## src/design/dcm_pkg.sv

```systemverilog
// Shared types and constants for the direct 2D convolution block.
package dcm_pkg;

  localparam int DATA_WIDTH = 16;
  localparam int SUM_WIDTH  = 48;
  localparam int PROD_WIDTH = 2 * DATA_WIDTH;
  // Signed width of an input coordinate as seen through stride and padding.
  localparam int CW         = 10;

  localparam int CFG_IDX_W  = 3;
  localparam int CFG_DATA_W = 6;

  localparam logic [1:0] REQ_FEATURE = 2'd0;
  localparam logic [1:0] REQ_WEIGHT  = 2'd1;
  localparam logic [1:0] REQ_COMPUTE = 2'd2;

  localparam logic [CFG_IDX_W-1:0] CFG_STRIDE   = 3'd0;
  localparam logic [CFG_IDX_W-1:0] CFG_PADDING  = 3'd1;
  localparam logic [CFG_IDX_W-1:0] CFG_IN_SIZE  = 3'd2;
  localparam logic [CFG_IDX_W-1:0] CFG_KERNEL   = 3'd3;
  localparam logic [CFG_IDX_W-1:0] CFG_CHANNELS = 3'd4;
  localparam logic [CFG_IDX_W-1:0] CFG_FILTERS  = 3'd5;

  typedef struct packed {
    logic [1:0]                   req_type;
    logic [3:0]                   filter_index;
    logic [3:0]                   channel_index;
    logic [4:0]                   row;
    logic [4:0]                   col;
    logic signed [DATA_WIDTH-1:0] value;
  } dcm_in_t;

  typedef struct packed {
    logic signed [SUM_WIDTH-1:0] conv_sum;
    logic                        status;
    logic [3:0]                  out_filter;
  } dcm_out_t;

  typedef struct packed {
    logic clr;
    logic valid;
    logic zero;
  } dcm_mac_ctl_t;

endpackage

```

## src/design/dcm_mac.sv

```systemverilog
// Shared multiply-accumulate unit: registered product, then 48-bit accumulation.
module dcm_mac
  import dcm_pkg::*;
(
  input  logic                         clk,
  input  logic                         rst_n,
  input  dcm_mac_ctl_t                 ctl,
  input  logic signed [DATA_WIDTH-1:0] feat,
  input  logic signed [DATA_WIDTH-1:0] wgt,
  output logic signed [SUM_WIDTH-1:0]  acc,
  output logic                         busy
);

  logic                         prod_valid_r, prod_valid_nxt;
  logic signed [PROD_WIDTH-1:0] prod;
  logic signed [PROD_WIDTH-1:0] prod_r;
  logic signed [SUM_WIDTH-1:0]  acc_r;

  assign prod_valid_nxt = ctl.valid;

  // The product is formed on its own so both factors stay signed.
  assign prod = feat * wgt;

  always_ff @(posedge clk) begin
    if (!rst_n) begin
      prod_valid_r <= 1'b0;
    end else begin
      prod_valid_r <= prod_valid_nxt;
    end
  end

  // A padded position contributes a zero product.
  always_ff @(posedge clk) begin
    prod_r <= ctl.zero ? '0 : prod;
  end

  always_ff @(posedge clk) begin
    if (ctl.clr) begin
      acc_r <= '0;
    end else if (prod_valid_r) begin
      acc_r <= acc_r + {{(SUM_WIDTH-PROD_WIDTH){prod_r[PROD_WIDTH-1]}}, prod_r};
    end
  end

  assign acc  = acc_r;
  assign busy = prod_valid_r;

endmodule

```

## config.mk

```make
export PLATFORM = sky130hd
export DESIGN_NAME = dcm_mac
export DESIGN_NICKNAME = d
export VERILOG_FILES = /design/src/design/dcm_pkg.sv /design/src/design/dcm_mac.sv
export SDC_FILE = /design/constraint.sdc
export NUM_CORES = 1
export LEC_CHECK = 0
export BUFFER_PORTS_ARGS = -buffer_cell sky130_fd_sc_hd__buf_2
export CORE_ASPECT_RATIO = 1.2
export CORE_MARGIN = 4
export CORE_UTILIZATION = 50
export DETAILED_ROUTE_END_ITERATION = 10
export PLACE_DENSITY = 0.69
export SYNTH_ARGS = -nofsm -noshare
export SYNTH_HDL_FRONTEND = slang
export SYNTH_SLANG_ARGS = --single-unit
export TNS_END_PERCENT = 100
```

## constraint.sdc

```tcl
create_clock -name clk -period 11.5 [get_ports clk]
set_input_delay 1.725 -clock clk [delete_from_list [all_inputs] [get_ports clk]]
set_output_delay 1.725 -clock clk [all_outputs]
set_load 0.01 [all_outputs]
```

==> summary.txt <==
Yosys cell types = 75
Port Buf Inserts = 85
Critical Path Start Type = input pin
Register area share after synthesis = 10.6%
Area Overhead vs Synth = 6.16%
CTS tree = yes
Area share of the largest cell type after synthesis = 34.5%
YS warnings = 0
Die Ht = 199 um
WL final = 35.4 mm
Final setup viols = 0
Initial antenna violation count = 0
Num CTS Buffers = 9
Final Hold Fails = 0
Hold path endpoint = acc[45]
# fillers = 2810
Outcome = finished, final reports clean
Multi-input gate area = 12100 um2
H-Tree Depth = 3
Unrepaired setup endpoints after global routing = no
PostCTS Resize Cnt = 0
Gr ovfl total = 0
Worst-Margin Slew = 1.16 ns
Fin crit share = 66.7%
F_max = 130 MHz
Max cap viols = 0
Final layout net count = 2227
Area of the core = 29900 um2
Critical Path AT = 7.89 ns
R2r endpoint = acc[40]
Top cells by area in the synthesized netlist = fa_1 (35%), dfxtp_1 (11%), ha_1 (11%)
Post-synth top cells = inv_1 (337), fa_1 (263), nand2_1 (177)
Ant diodes = 0
Worst-path clk slew = 0.07 ns
Largest net degree at the start of global routing = 64
Hold_buf cts = 0
Post-Syn Area = 15200 um2
Hpwl dp = 29.7 mm
Synth async-reset ratio = 0%
RePlAce Congestion = 0.890
Post-route DRC violation count = 0
Storage cell area = 1620 um2
Hold path cells = 2
FF+latch count, synth = 81
CTS root buf = clkbuf_16
Rows = 69
R2R Path Start = acc[0]
Hold_sp = acc[45]
Share of layout cells above drive strength 1 = 7.32%
Die width = 167 um
R2R setup slack = 8.17 ns
Number of global-route vias before repair = 12100
Setup TNS = 0 ns
Final setup skew = 0.0133 ns
First-pass GRT wire length = 60.2 mm
Reg2reg path depth = 12
Syn avg cell area = 8.63 um2
CTS Sinks = 81
Post-CTS Setup Inserts = 0
Worst Hold Class = flop to flop
Max-slew headroom = 22.6%
IO Pins = 86
Fin. max-slew vios = 0
Main synth FF type = dfxtp_1
Die ar. = 33400 um2
Post-synthesis cell count = 1766
Avg Vias per Cell = 5.33
Req. time, crit path = 11.73 ns
EDFF count, synth = 0
Mapped Nets = 2195
Most frequent cell after synthesis = inv_1
GRT Util Overall = 21.7%
Setup CP Type = input pin to flop
Initial DRT Pass Iterations = 5
Final min period = 7.67 ns
Starting density of the core = 51.0%
Clock Tree Buf Depth = 2
WL/cell = 16.2 um
Antenna Nets Post-Route = 0
Worst-path fanout max = 16
Vias = 11700
Initial DRC count = 605
Worst setup EP type = flop
Skew-Pair Late Insertion Delay = 0.35 ns
Yosys top cell by area = fa_1
## cell type report
| type | instances | area share (%) |
|---|---|---|
| tap | 390 | 3.02 |
| multi-input combinational | 1282 | 74.7 |
| inverter | 337 | 7.82 |
| clock inverter | 5 | 0.193 |
| timing repair buffer | 87 | 2.72 |
| sequential | 81 | 10.0 |
| clock buffer | 11 | 1.50 |
## kinds of logic (layout without fill, tap and decap cells)
| logic type | count (synthesis) | after routing | share of synthesized area (%) |
|---|---|---|---|
| AOI/OAI and AO/OA | 256 | 256 | 11.2 |
| xor gates and xnor gates | 63 | 63 | 3.62 |
| adders and majority gates | 392 | 392 | 45.1 |
| and+or+nand+nor | 549 | 549 | 17.9 |
| DFF | 81 | 81 | 10.6 |
| buffers and inverters | 403 | 440 | 10.0 |
| muxes | 22 | 22 | 1.46 |
## cell usage in the layout (no fill, tap or decap), types with 25 or more instances in the layout
cell type / count
dfxtp_1: 80
o21ai_0: 44
and2_1: 128
inv_1: 337
xnor2_1: 43
nand2_1: 177
nor2_1: 107
nor3_1: 25
a21o_1: 36
buf_2: 85
ha_1: 129
a21oi_1: 82
fa_1: 263
## per-stage QoR
step	area (um2)	worst slack (ns)	cells	hold slack [ns]	utilization, %
after floorplan	15200	4.09	1766	0.485	-
after global placement	15900	3.55	2177	0.471	53.2
after detailed placement	15900	3.46	2177	0.473	53.2
after CTS	16200	3.80	2193	0.483	54.2
after global routing	16200	3.42	2193	0.503	54.2
final	16200	3.83	2193	0.476	54.2
## how the worst max path moves through the flow
| stage | start | to | slack (ns) | cells past startpoint |
|---|---|---|---|---|
| after floorplan | feat[10] | prod_r[30] | 4.09 | 21 |
| after global placement | wgt[1] | prod_r[30] | 3.55 | 21 |
| after detailed placement | wgt[1] | prod_r[30] | 3.46 | 21 |
| after CTS | wgt[1] | prod_r[30] | 3.80 | 21 |
| after global routing | wgt[1] | prod_r[30] | 3.42 | 21 |
| final | wgt[1] | prod_r[30] | 3.83 | 21 |
## critical path, stage by stage
cell and delay (ns):
buf_2 0.28, nand2_1 0.13, fa_1 0.53, fa_1 0.58, fa_1 0.45, fa_1 0.56
inv_1 0.06, fa_1 0.48, inv_1 0.05, fa_1 0.47, inv_1 0.04, ha_1 0.32
and2_1 0.21, nand4_1 0.11, a21oi_1 0.12, o22ai_1 0.14, o21ai_0 0.53, a21oi_1 0.19
or3_1 0.41, a21oi_1 0.16, mux2_2 0.35
## sequential cells by signal, indices dropped and copies added, names as in the netlist
register / count
busy: 1
acc: 48
prod_r: 32
## per-layer routing
| metal | routed length (um) | up-vias | global-route usage [%] |
|---|---|---|---|
| met4 | 806 | 0 | 6.16 |
| met3 | 1540 | 48 | 2.00 |
| li1 | - | 5641 | - |
| met1 | 15700 | 5737 | 29.1 |
| met2 | 17400 | 263 | 38.0 |
| met5 | 0 | - | 0 |
Power is not shown: default switching activity piles up to over one toggle a cycle in this logic, so the estimate is an artifact.
